==> src/rtl/core/bsd_pkg.sv <==
// Shared types and constants for the backend slot dispatcher.
// Request and result structs, action and register codes, reset values.
// No dependencies.
package bsd_pkg;

   localparam int NUM_BACKENDS = 3;
   localparam int ADDR_W       = 32;
   localparam int DATA_W       = 32;
   localparam int COUNT_W      = 8;
   localparam int LEVEL_W      = 9;

   // decoupling queue between classifier and executor
   localparam int FQ_DEPTH = 2;
   localparam int FQ_PTR_W = 1;
   localparam int FQ_CNT_W = 2;

   // result queue
   localparam int RSP_DEPTH = 4;
   localparam int RSP_PTR_W = 2;
   localparam int RSP_CNT_W = 3;

   localparam logic [ADDR_W-1:0]  CLIENT_RESET   = 32'd16781740;
   localparam logic [ADDR_W-1:0]  BACKEND0_RESET = 32'd33558956;
   localparam logic [ADDR_W-1:0]  BACKEND1_RESET = 32'd50336172;
   localparam logic [ADDR_W-1:0]  BACKEND2_RESET = 32'd67113388;
   localparam logic [COUNT_W-1:0] LIMIT_RESET    = 8'd5;

   typedef enum logic [2:0] {
      ACT_FORWARD    = 3'd0,
      ACT_QUEUED     = 3'd1,
      ACT_DROP       = 3'd2,
      ACT_PASS       = 3'd3,
      ACT_NO_PENDING = 3'd4,
      ACT_NO_FREE    = 3'd5
   } act_type;

   typedef enum logic [2:0] {
      CSR_CLIENT   = 3'd0,
      CSR_BACKEND0 = 3'd1,
      CSR_BACKEND1 = 3'd2,
      CSR_BACKEND2 = 3'd3,
      CSR_LIMIT    = 3'd4
   } csr_idx_type;

   typedef enum logic [1:0] {
      KIND_PASS   = 2'd0,
      KIND_CLIENT = 2'd1,
      KIND_REPLY  = 2'd2
   } kind_type;

   typedef struct packed {
      logic              eligible;
      logic [ADDR_W-1:0] source_addr;
      logic [DATA_W-1:0] payload;
   } req_type;

   typedef struct packed {
      act_type            action;
      logic [1:0]         backend_index;
      logic [ADDR_W-1:0]  dest_addr;
      logic [DATA_W-1:0]  payload_out;
      logic [LEVEL_W-1:0] queue_level;
   } rsp_type;

   typedef struct packed {
      logic [ADDR_W-1:0]                   client_addr;
      logic [NUM_BACKENDS-1:0][ADDR_W-1:0] backend_addr;
      logic [COUNT_W-1:0]                  slot_limit;
   } cfg_type;

   // classified request as held in the decoupling queue
   typedef struct packed {
      kind_type          kind;
      logic [1:0]        reply_idx;
      logic [DATA_W-1:0] payload;
   } item_type;

   typedef struct packed {
      logic     valid;
      item_type item;
   } fe_type;

endpackage

==> src/rtl/core/bsd_rsp_fifo.sv <==
// Result queue: a short FIFO that parts the executor from the receiver.
// Reports its fill level back as credit. Uses bsd_pkg.
module bsd_rsp_fifo (
   input  logic                          clock,
   input  logic                          reset,
   input  logic                          in_push,
   input  bsd_pkg::rsp_type              in_data,
   output logic [bsd_pkg::RSP_CNT_W-1:0] level,
   output logic                          empty,
   input  logic                          pop,
   output bsd_pkg::rsp_type              rsp_data
);

   bsd_pkg::rsp_type                mem_ff [bsd_pkg::RSP_DEPTH];
   logic [bsd_pkg::RSP_PTR_W-1:0]   wr_ptr_ff, wr_ptr_in;
   logic [bsd_pkg::RSP_PTR_W-1:0]   rd_ptr_ff, rd_ptr_in;
   logic [bsd_pkg::RSP_CNT_W-1:0]   cnt_ff, cnt_in;
   logic                            do_pop;

   assign empty  = (cnt_ff == '0);
   assign do_pop = pop && !empty;

   always_comb begin
      wr_ptr_in = in_push ? wr_ptr_ff + 1'b1 : wr_ptr_ff;
      rd_ptr_in = do_pop  ? rd_ptr_ff + 1'b1 : rd_ptr_ff;
      cnt_in    = cnt_ff;
      if (in_push && !do_pop) begin
         cnt_in = cnt_ff + 1'b1;
      end else if (do_pop && !in_push) begin
         cnt_in = cnt_ff - 1'b1;
      end
   end

   always_ff @(posedge clock) begin
      if (reset) begin
         wr_ptr_ff <= '0;
         rd_ptr_ff <= '0;
         cnt_ff    <= '0;
      end else begin
         wr_ptr_ff <= wr_ptr_in;
         rd_ptr_ff <= rd_ptr_in;
         cnt_ff    <= cnt_in;
      end
   end

   always_ff @(posedge clock) begin
      if (in_push) begin
         mem_ff[wr_ptr_ff] <= in_data;
      end
   end

   assign level    = cnt_ff;
   assign rsp_data = mem_ff[rd_ptr_ff];

`ifndef ASSERT_OFF
   a_no_overflow: assert property (@(posedge clock) disable iff (reset)
      in_push |-> (cnt_ff < bsd_pkg::RSP_CNT_W'(bsd_pkg::RSP_DEPTH) || do_pop))
      else $error("result queue written while full");
`endif

endmodule

==> config.mk <==
export PLATFORM = sky130hd
export DESIGN_NAME = bsd_rsp_fifo
export DESIGN_NICKNAME = d
export VERILOG_FILES = /design/src/rtl/core/bsd_pkg.sv /design/src/rtl/core/bsd_rsp_fifo.sv
export SDC_FILE = /design/constraint.sdc
export NUM_CORES = 1
export LEC_CHECK = 0
export ABC_CLOCK_PERIOD_IN_PS = 3200
export BUFFER_PORTS_ARGS = -buffer_cell sky130_fd_sc_hd__buf_2
export CAP_MARGIN = 20
export CORE_MARGIN = 3
export CORE_UTILIZATION = 45
export CTS_CLUSTER_SIZE = 25
export DETAILED_ROUTE_END_ITERATION = 10
export PLACE_DENSITY = 0.75
export SLEW_MARGIN = 20
export SYNTH_ARGS = -nofsm -noshare
export SYNTH_HDL_FRONTEND = slang
export SYNTH_SLANG_ARGS = --single-unit
export TNS_END_PERCENT = 5
==> constraint.sdc <==
create_clock -name clock -period 3.2 [get_ports clock]
set_input_delay 0.16 -clock clock [delete_from_list [all_inputs] [get_ports clock]]
set_output_delay 0.16 -clock clock [all_outputs]
set_load 0.01 [all_outputs]
==> results.cfg <==
[floorplanning]
die_y_um = 167
io_pins = 164
rows = 58
die_area_um2 = 28000
dieWidth_um = 167
initial_utilization_pct = 46.1
core_area_um2 = 25400

[yosys]
synthesis.area_um2 = 11700
synthesis.nets = 539
cell_types_occupying_the_most_area_after_synthesis = edfxtp_1, mux4_2, dfxtp_1, ha_1, buf_12
post_synthesis_cell_type_count = 22
synth_most_common_cell = edfxtp_1
synth_commonest_cells = edfxtp_1, mux4_2, dfxtp_1
synth_edf_count = 312
yosysTopAreaCell = edfxtp_1
synthesis.instances = 451
synth_top_area_share_pct = 80.1
avgSynthCellArea_um2 = 26.0
synth_warnings = 0
sequential_element_share_of_the_synthesized_area_pct = 81.6
ys_async_sr_fraction_pct = 0
ys_ff_latch = 321
dominantRegCellSynth = edfxtp_1

[critical_path]
worst_setup_start_kind = flip-flop
worst-endpoint-arrival_ns = 2.26
timing.critical_path.required_ns = 3.04
timing.critical_path.slowest_stage_cell = dfxtp_4
reg2reg_from = level[0]
timing.critical_path.fanout_max = 39
timing.critical_path.to_type = primary output
cp_slowest_stage_delay_ns = 0.60
critical_path.cell_chain = buf_12 > mux4_2 > buf_2
critical_path_class = reg -> out

[sta]
finalMaxSlewViolations = 0
slew-limit-headroom_pct = 60.9
finalHoldViolations = 0
rsz0062_at_grt = false
hold_ws_ns = 0.0275
clock-skew-final_ns = 0.00768
period_share_pct = 75.7
fin_setup_tns_ns = 0
worst-slew-pin-transition_ns = 0.586
time_the_worst_path_needs_with_i_o_delays_and_setup_ns = 2.42
final-setup-viol-count = 0
max_freq_ghz = 0.413

[pwr]
vdd.ir_drop.worst_mv = 0.626
power.density_nw_per_um2 = 717
static-leakage-power_nw = 4.98

[routing]
detail_route.vias_per_cell = 5.16
routed_wirelength_mm = 21.2
drtAntennaViolNets = 0
detailedRoute.firstIterationViolations = 530
drtPass1Iterations = 6
detail_route.drc_violations = 0
avgRoutedWirePerCell_um = 19.8
dr_total_vias = 5518

[global_routing]
grt_pass1_wl_mm = 33.8
grt_antenna_before_repair = 1
grt_pass1_vias = 6074
grt_start_max_net_pins = 49
grt_overflow = 0
gr-usage-all-layers_pct = 15.3

[clock_network]
clk_path_buf_depth = 3
cts_hold_buf = 80
count_of_clock_tree_sinks = 321
cts_root_buffer_type = clkbuf_16
cts_tree = done
post_cts_resize_count = 0
htree_levels = 1
cts_setup_buffers = 0
tritoncts_buffer_count = 30
clkTransAtPathRegs_ns = 0.06
clock_latency_ns = 0.53

[run_status]
outcome = finished clean

[place]
globalplace.congestion = 0.749
hpwl_mm = 12.5
port_buffers = 163

[run]
timing.max_cap.violations = 0

[worst_hold_path]
hp-start = in_push
hold_path.class = in -> reg

[layout]
layout_cells_sized_above_1_pct = 40.1
area_growth_syn_to_layout_pct = 25.4
num-nets-final = 803
-- stage by stage --
stage / setup WS (ns) / cell area, um^2 / util, % / power, W / cells
2_1_floorplan: 0.394 / 11700 / - / 0.00657 / 451
3_3_place_gp: 1.12 / 12900 / 50.9 / 0.00723 / 933
3_5_place_dp: 1.07 / 12900 / 50.9 / 0.00729 / 933
4_1_cts: 0.676 / 14700 / 57.8 / 0.0107 / 1069
5_1_grt: 0.599 / 14700 / 57.8 / 0.0110 / 1070
6_report: 0.777 / 14700 / 57.8 / 0.0105 / 1070
-- layout by cell type (no fill, tap or decap), drive strengths merged, types with 2 or more instances in the layout --
cell type / instances
dlygate4sd3: 80
clkinv: 16
xor2: 4
nor2: 7
mux2i: 2
and2: 4
buf: 171
mux4: 78
bufinv: 2
inv: 3
clkbuf: 37
ha: 5
dfxtp: 9
edfxtp: 312
-- cells by family (layout without fill, tap and decap cells) --
kind of cell	count (synthesis)	count (layout)	synth area share, %
AOI/OAI and AO/OA	4	4	0.224
other	0	1	0
DFF	321	321	81.6
buffers and inverters	22	310	1.39
xor gates and xnor gates	5	5	0.374
and+or+nand+nor	13	13	0.535
adders and majority gates	6	6	0.706
muxes	80	80	15.2
-- critical path: cells and delay by family (launching register included) --
| kind | cells | cell delay, ns |
|---|---|---|
| DFF | 1 | 0.60 |
| muxes | 1 | 0.58 |
| buffers and inverters | 2 | 0.52 |
-- metal layers --
| metal | GRT usage [%] | part of all wire [%] | vias up |
|---|---|---|---|
| li1 | - | - | 2457 |
| met1 | 19.9 | 40 | 2879 |
| met2 | 26.9 | 53 | 167 |
| met3 | 3.31 | 6.0 | 15 |
| met4 | 3.09 | 0.80 | 0 |
| met5 | 0 | 0 | - |
-- worst paths after layout --
kind / end / slack (ns) / cells past startpoint
max: rsp_data[16] / 0.78 / 3
min: wr_ptr_ff[1] / 0.03 / 3
max reg2reg: level[2] / 1.04 / 7
min reg2reg: rd_ptr_ff[1] / 0.54 / 2
-- area by class of cell --
cell class / count / area [um^2]
Antenna cell: 1 / 2.50
Clock buffer: 37 / 798
Sequential cell: 321 / 9560
Fill cell: 1837 / 10700
Inverter: 3 / 11.3
Timing Repair Buffer: 251 / 1750
Tap cell: 330 / 413
Clock inverter: 19 / 136
Multi-Input combinational cell: 108 / 2000
-- report_power, final --
| group | internal (W) | leakage, nW | switching (W) |
|---|---|---|---|
| clock | 0.00192 | 0.459 | 0.00139 |
| sequential | 0.00485 | 2.94 | 0.000172 |
| combinational | 0.00116 | 1.58 | 0.00103 |
-- sequential cells by signal (all words and copies together) (netlist names), named ones only --
register,cells
rd_ptr_ff,2
mem_ff,312
wr_ptr_ff,2
level,3
Power figures use the tool's default switching activity.
