===== src/rtl/core/bsd_pkg.sv =====
// Shared types and constants for the backend slot dispatcher.
// Request and result structs, action and register codes, reset values.
// No dependencies.
package bsd_pkg;

   localparam int NUM_BACKENDS = 3;
   localparam int ADDR_W       = 32;
   localparam int DATA_W       = 32;
   localparam int COUNT_W      = 8;
   localparam int LEVEL_W      = 9;

   // decoupling queue between classifier and executor
   localparam int FQ_DEPTH = 2;
   localparam int FQ_PTR_W = 1;
   localparam int FQ_CNT_W = 2;

   // result queue
   localparam int RSP_DEPTH = 4;
   localparam int RSP_PTR_W = 2;
   localparam int RSP_CNT_W = 3;

   localparam logic [ADDR_W-1:0]  CLIENT_RESET   = 32'd16781740;
   localparam logic [ADDR_W-1:0]  BACKEND0_RESET = 32'd33558956;
   localparam logic [ADDR_W-1:0]  BACKEND1_RESET = 32'd50336172;
   localparam logic [ADDR_W-1:0]  BACKEND2_RESET = 32'd67113388;
   localparam logic [COUNT_W-1:0] LIMIT_RESET    = 8'd5;

   typedef enum logic [2:0] {
      ACT_FORWARD    = 3'd0,
      ACT_QUEUED     = 3'd1,
      ACT_DROP       = 3'd2,
      ACT_PASS       = 3'd3,
      ACT_NO_PENDING = 3'd4,
      ACT_NO_FREE    = 3'd5
   } act_type;

   typedef enum logic [2:0] {
      CSR_CLIENT   = 3'd0,
      CSR_BACKEND0 = 3'd1,
      CSR_BACKEND1 = 3'd2,
      CSR_BACKEND2 = 3'd3,
      CSR_LIMIT    = 3'd4
   } csr_idx_type;

   typedef enum logic [1:0] {
      KIND_PASS   = 2'd0,
      KIND_CLIENT = 2'd1,
      KIND_REPLY  = 2'd2
   } kind_type;

   typedef struct packed {
      logic              eligible;
      logic [ADDR_W-1:0] source_addr;
      logic [DATA_W-1:0] payload;
   } req_type;

   typedef struct packed {
      act_type            action;
      logic [1:0]         backend_index;
      logic [ADDR_W-1:0]  dest_addr;
      logic [DATA_W-1:0]  payload_out;
      logic [LEVEL_W-1:0] queue_level;
   } rsp_type;

   typedef struct packed {
      logic [ADDR_W-1:0]                   client_addr;
      logic [NUM_BACKENDS-1:0][ADDR_W-1:0] backend_addr;
      logic [COUNT_W-1:0]                  slot_limit;
   } cfg_type;

   // classified request as held in the decoupling queue
   typedef struct packed {
      kind_type          kind;
      logic [1:0]        reply_idx;
      logic [DATA_W-1:0] payload;
   } item_type;

   typedef struct packed {
      logic     valid;
      item_type item;
   } fe_type;

endpackage


===== src/rtl/core/bsd_front.sv =====
// Front end: classifies each accepted request by source and eligibility
// and holds it in a two-entry queue for the executor. Uses bsd_pkg.
module bsd_front (
   input  logic             clock,
   input  logic             reset,
   input  logic             push,
   input  bsd_pkg::req_type req_data,
   output logic             full,
   input  bsd_pkg::cfg_type cfg,
   output bsd_pkg::fe_type  fe_out,
   input  logic             take
);

   bsd_pkg::item_type              fq_ff [bsd_pkg::FQ_DEPTH];
   logic [bsd_pkg::FQ_PTR_W-1:0]   wr_ptr_ff, wr_ptr_in;
   logic [bsd_pkg::FQ_PTR_W-1:0]   rd_ptr_ff, rd_ptr_in;
   logic [bsd_pkg::FQ_CNT_W-1:0]   cnt_ff, cnt_in;
   bsd_pkg::item_type              cls;
   logic                           do_push;
   logic                           do_pop;

   // client match wins over a backend match; lowest backend index wins
   always_comb begin
      cls.kind      = bsd_pkg::KIND_PASS;
      cls.reply_idx = 2'd0;
      cls.payload   = req_data.payload;
      if (req_data.eligible) begin
         if (req_data.source_addr == cfg.client_addr) begin
            cls.kind = bsd_pkg::KIND_CLIENT;
         end else if (req_data.source_addr == cfg.backend_addr[0]) begin
            cls.kind = bsd_pkg::KIND_REPLY;
         end else if (req_data.source_addr == cfg.backend_addr[1]) begin
            cls.kind      = bsd_pkg::KIND_REPLY;
            cls.reply_idx = 2'd1;
         end else if (req_data.source_addr == cfg.backend_addr[2]) begin
            cls.kind      = bsd_pkg::KIND_REPLY;
            cls.reply_idx = 2'd2;
         end
      end
   end

   assign full    = (cnt_ff == bsd_pkg::FQ_CNT_W'(bsd_pkg::FQ_DEPTH));
   assign do_push = push && !full;
   assign do_pop  = take && (cnt_ff != '0);

   always_comb begin
      wr_ptr_in = do_push ? wr_ptr_ff + 1'b1 : wr_ptr_ff;
      rd_ptr_in = do_pop  ? rd_ptr_ff + 1'b1 : rd_ptr_ff;
      cnt_in    = cnt_ff;
      if (do_push && !do_pop) begin
         cnt_in = cnt_ff + 1'b1;
      end else if (do_pop && !do_push) begin
         cnt_in = cnt_ff - 1'b1;
      end
   end

   always_ff @(posedge clock) begin
      if (reset) begin
         wr_ptr_ff <= '0;
         rd_ptr_ff <= '0;
         cnt_ff    <= '0;
      end else begin
         wr_ptr_ff <= wr_ptr_in;
         rd_ptr_ff <= rd_ptr_in;
         cnt_ff    <= cnt_in;
      end
   end

   always_ff @(posedge clock) begin
      if (do_push) begin
         fq_ff[wr_ptr_ff] <= cls;
      end
   end

   assign fe_out.valid = (cnt_ff != '0);
   assign fe_out.item  = fq_ff[rd_ptr_ff];

endmodule


===== config.mk =====
export PLATFORM = sky130hd
export DESIGN_NAME = bsd_front
export DESIGN_NICKNAME = d
export VERILOG_FILES = /design/src/rtl/core/bsd_pkg.sv /design/src/rtl/core/bsd_front.sv
export SDC_FILE = /design/constraint.sdc
export NUM_CORES = 1
export LEC_CHECK = 0
export BUFFER_PORTS_ARGS = -buffer_cell sky130_fd_sc_hd__buf_4
export CAP_MARGIN = 20
export CORE_MARGIN = 10
export CORE_UTILIZATION = 45
export DETAILED_ROUTE_END_ITERATION = 6
export GPL_TIMING_DRIVEN = 0
export PLACE_DENSITY = 0.91
export SYNTH_ARGS = -nofsm -noshare
export SYNTH_HDL_FRONTEND = slang
export SYNTH_SLANG_ARGS = --single-unit

===== constraint.sdc =====
create_clock -name clock -period 4 [get_ports clock]
set_input_delay 0.2 -clock clock [delete_from_list [all_inputs] [get_ports clock]]
set_output_delay 0.2 -clock clock [all_outputs]
set_load 0.1 [all_outputs]

==> impl_metrics.csv <==
group,metric,value,unit
drt,drt_first_pass_iters,4,
die,die_w,117,um
global_routing,grt-ovfl-total,0,
global_routing,grt_pass1_vias,3841,
worst_setup_path,crit_type,"reg -> out",
die,core-area,0.00924,mm2
timing,rsz0062_at_grt,"false",
cells_and_area,area_growth_syn_to_layout,49.9,%
clock_tree,cts_tree,"yes",
cells_and_area,nets,768,
worst_setup_path,crit_family,"buffers and inverters",
yosys,yosys_warnings,0,
yosys,syn_inst,316,
worst_hold_path,holdPathStages,1,
clock_tree,clkSlewWorstSetupHoldPaths,80,ps
worst_setup_path,end_kind,"output port",
yosys,ys_seq_area_share,53.2,%
clock_tree,clock_latency,340,ps
clock_tree,cts.sink_count,77,
power,pwr-share-clk,14.8,%
timing,whs,39.2,ps
drt,ant_nets,0,
cells_and_area,antenna_cells,0,
power,intPower,1.80,mW
die,initial_core_util,46.0,%
power,pwr-share-comb,54.4,%
global_routing,antenna_found_initial,0,
worst_hold_path,worstHoldEndpoint,"fq_ff[0][12]",
clock_tree,cts-buffers-inserted,9,
worst_setup_path,worstReg2RegEnd,"fq_ff[1][30]",
worst_setup_path,r2r-start,"cnt_ff[0]",
drt,vias,3410,
yosys,async_reset_ff_share,0,%
worst_setup_path,crit_chain,"clkbuf_1 -> buf_2 -> mux2_2 -> buf_4",
clock_tree,cts_hold_buf,0,
worst_setup_path,cp_slowest_stage_delay,380,ps
power,p_sw,1.67,mW
power,sw_frac_of_total,48.1,%
drt,remaining_drc_errors,0,
power,vdd_ir_drop_max,0.332,mV
worst_setup_path,r2r_cells,2,
yosys,synth_top_cell_by_area,"edfxtp_1",
drt,first_iter_violations,81,
global_routing,grt_max_degree,37,
cells_and_area,fill_cells,689,
power,power_leakage,2.54,nW
die,fp.dieH,117,um
worst_setup_path,start_kind,"register",
worst_setup_path,crit_required,3800,ps
timing,fmax,0.456,GHz
timing,slew_viol_final,0,
die,die_area,0.0137,mm2
cells_and_area,drive_above_1_share,51.9,%
timing,fin_crit_sh,54.8,%
yosys,synth_area,0.00425,mm2
die,io_pins,243,
cells_and_area,register_area,0.00226,mm2
worst_setup_path,rrSetupSlack,2270,ps
clock_tree,post_cts_buffers,0,
cells_and_area,multiInputGateArea,0.00197,mm2
power,powerDensity,545,mW/mm2
yosys,synth_cell_types,24,
worst_hold_path,min_path_type,"in -> reg",
drt,postRouteWirelength,14.2,mm
timing,final.setup_skew,5.54,ps
die,rows,35,
worst_setup_path,cp_slowest_cell,"clkbuf_1",
outcome,status,"finished clean",
place,gp_congestion,0.885,
yosys,synth_top_area_share,50.8,%
timing,slew_headroom,41.5,%
yosys,avgSynthCellArea,13.5,um2
place,place_area,0.00620,mm2
yosys,ys.flop_type,"edfxtp_1",
timing,worst_pin_slew,877,ps
yosys,synth-edff-count,72,
global_routing,grt_pass1_wl,20.3,mm
yosys,yosys_register_bits,77,
global_routing,grt_usage,19.7,%
worst_hold_path,hold_path.startpoint,"req_data[12]",
place,port_buffers,234,
cells_and_area,final_area,0.00637,mm2
clock_tree,cts_resized,0,
job,cap_violations,0,
clock_tree,htree_levels,3,
timing,fin_crit,2190,ps
timing,hold_viol_final,0,
yosys,syn_nets,522,
clock_tree,cts-root-buf,"clkbuf_8",
place,place_hpwl,12.3,mm
drt,post_drt_wl_per_cell,20.4,um
worst_setup_path,cp.arrival,1990,ps
worst_setup_path,path_max_fanout,10,
timing,setup-violations-final,0,
drt,viasPerCell,4.90,
worst_setup_path,cp_num_buf_inv,3,
yosys,synth.area.top_cells,"edfxtp_1 51%, xnor2_1 18%, mux2_2 9.5%, xor2_1 9.1%, nand4_1 3.5%",
power,p_seq_share,30.8,%
timing,fin_tns_setup,0,ps
clock_tree,clockBufferDepth,2,
## registers in the layout (all words and copies together), names as in the netlist, named ones only
| signal | cells |
|---|---|
| cnt_ff | 2 |
| wr_ptr_ff | 1 |
| rd_ptr_ff | 1 |
| fq_ff | 72 |
## power by group through the flow
stage          Clock [mW]  Combinational, mW  Sequential (mW)
2_1_floorplan           0               1.39             1.08
3_3_place_gp            0               1.86             1.08
3_5_place_dp            0               1.90             1.09
4_1_cts             0.528               1.90             1.07
5_1_grt             0.559               1.96             1.08
6_report            0.515               1.89             1.07
## stage by stage
| step | utilization [%] | total power [mW] | setup slack (ps) | instances |
|---|---|---|---|---|
| after floorplan | - | 2.47 | 1450 | 316 |
| after global placement | 66.8 | 2.94 | 622 | 679 |
| after detailed placement | 67.1 | 2.99 | 2130 | 680 |
| after CTS | 69.0 | 3.50 | 1740 | 696 |
| after global routing | 69.0 | 3.61 | 1660 | 696 |
| final | 69.0 | 3.47 | 1810 | 696 |
## per-layer routing
metal  wire [um]  global-route usage [%]
met1        4630                    19.0
met2        7450                    35.7
met3        1660                    9.12
met4         425                    7.74
met5           0                       0
## layout make-up
cell class / instances / area share (%)
inverters: 3 / 0.177
clock inverters: 6 / 0.746
multi-input cells: 232 / 30.9
flip-flops and latches: 77 / 35.5
well taps: 129 / 2.53
plain buffers: 4 / 0.294
clock buffers: 10 / 2.00
repair buffers: 235 / 27.9
## logic make-up after synthesis
logic type	share of synthesized area, %
simple gates	8.21
flops	53.2
compound gates	0.882
buf+inv	0.706
xor+xnor	27.2
fa+ha+maj	0.294
mux	9.53
## how the worst max path moves through the flow
| stage | from | cells past startpoint | end | slack (ps) |
|---|---|---|---|---|
| floorplan | cnt_ff[0] | 3 | fq_ff[0][0] | 1450 |
| global placement | cnt_ff[0] | 3 | fq_ff[0][16] | 620 |
| detailed placement | register | 4 | fe_out[24] | 2130 |
| CTS | register | 4 | fe_out[24] | 1740 |
| global route | register | 4 | fe_out[29] | 1660 |
| finish | register | 4 | fe_out[24] | 1810 |
## cells in the mapped netlist (3+ instances only)
library cell   n
nor2_1         6
xnor2_1       88
xor2_1        44
nor4_1        16
edfxtp_1      72
buf_2          3
inv_1          3
mux2_2        36
dfxtp_1        5
nand4_1       24
nand2_1        6
## cells in the final DEF (no fill, tap or decap), drive strengths merged
master    netlist  routed
or2             1       1
edfxtp         72      72
a31oi           1       1
clkinvlp        0       4
o21ai           1       1
nor4           16      16
clkbuf          1      11
nor2            6       6
o31ai           1       1
ha              1       1
and3            1       1
or3             1       1
xor2           44      44
nand2           6       6
dfxtp           5       5
nor3            1       1
nand2b          1       1
nand4          24      24
and4            1       1
nor4b           1       1
buf             3     238
mux2           36      36
a21oi           1       1
inv             3       5
xnor2          88      88
Power figures use the tool's default switching activity.
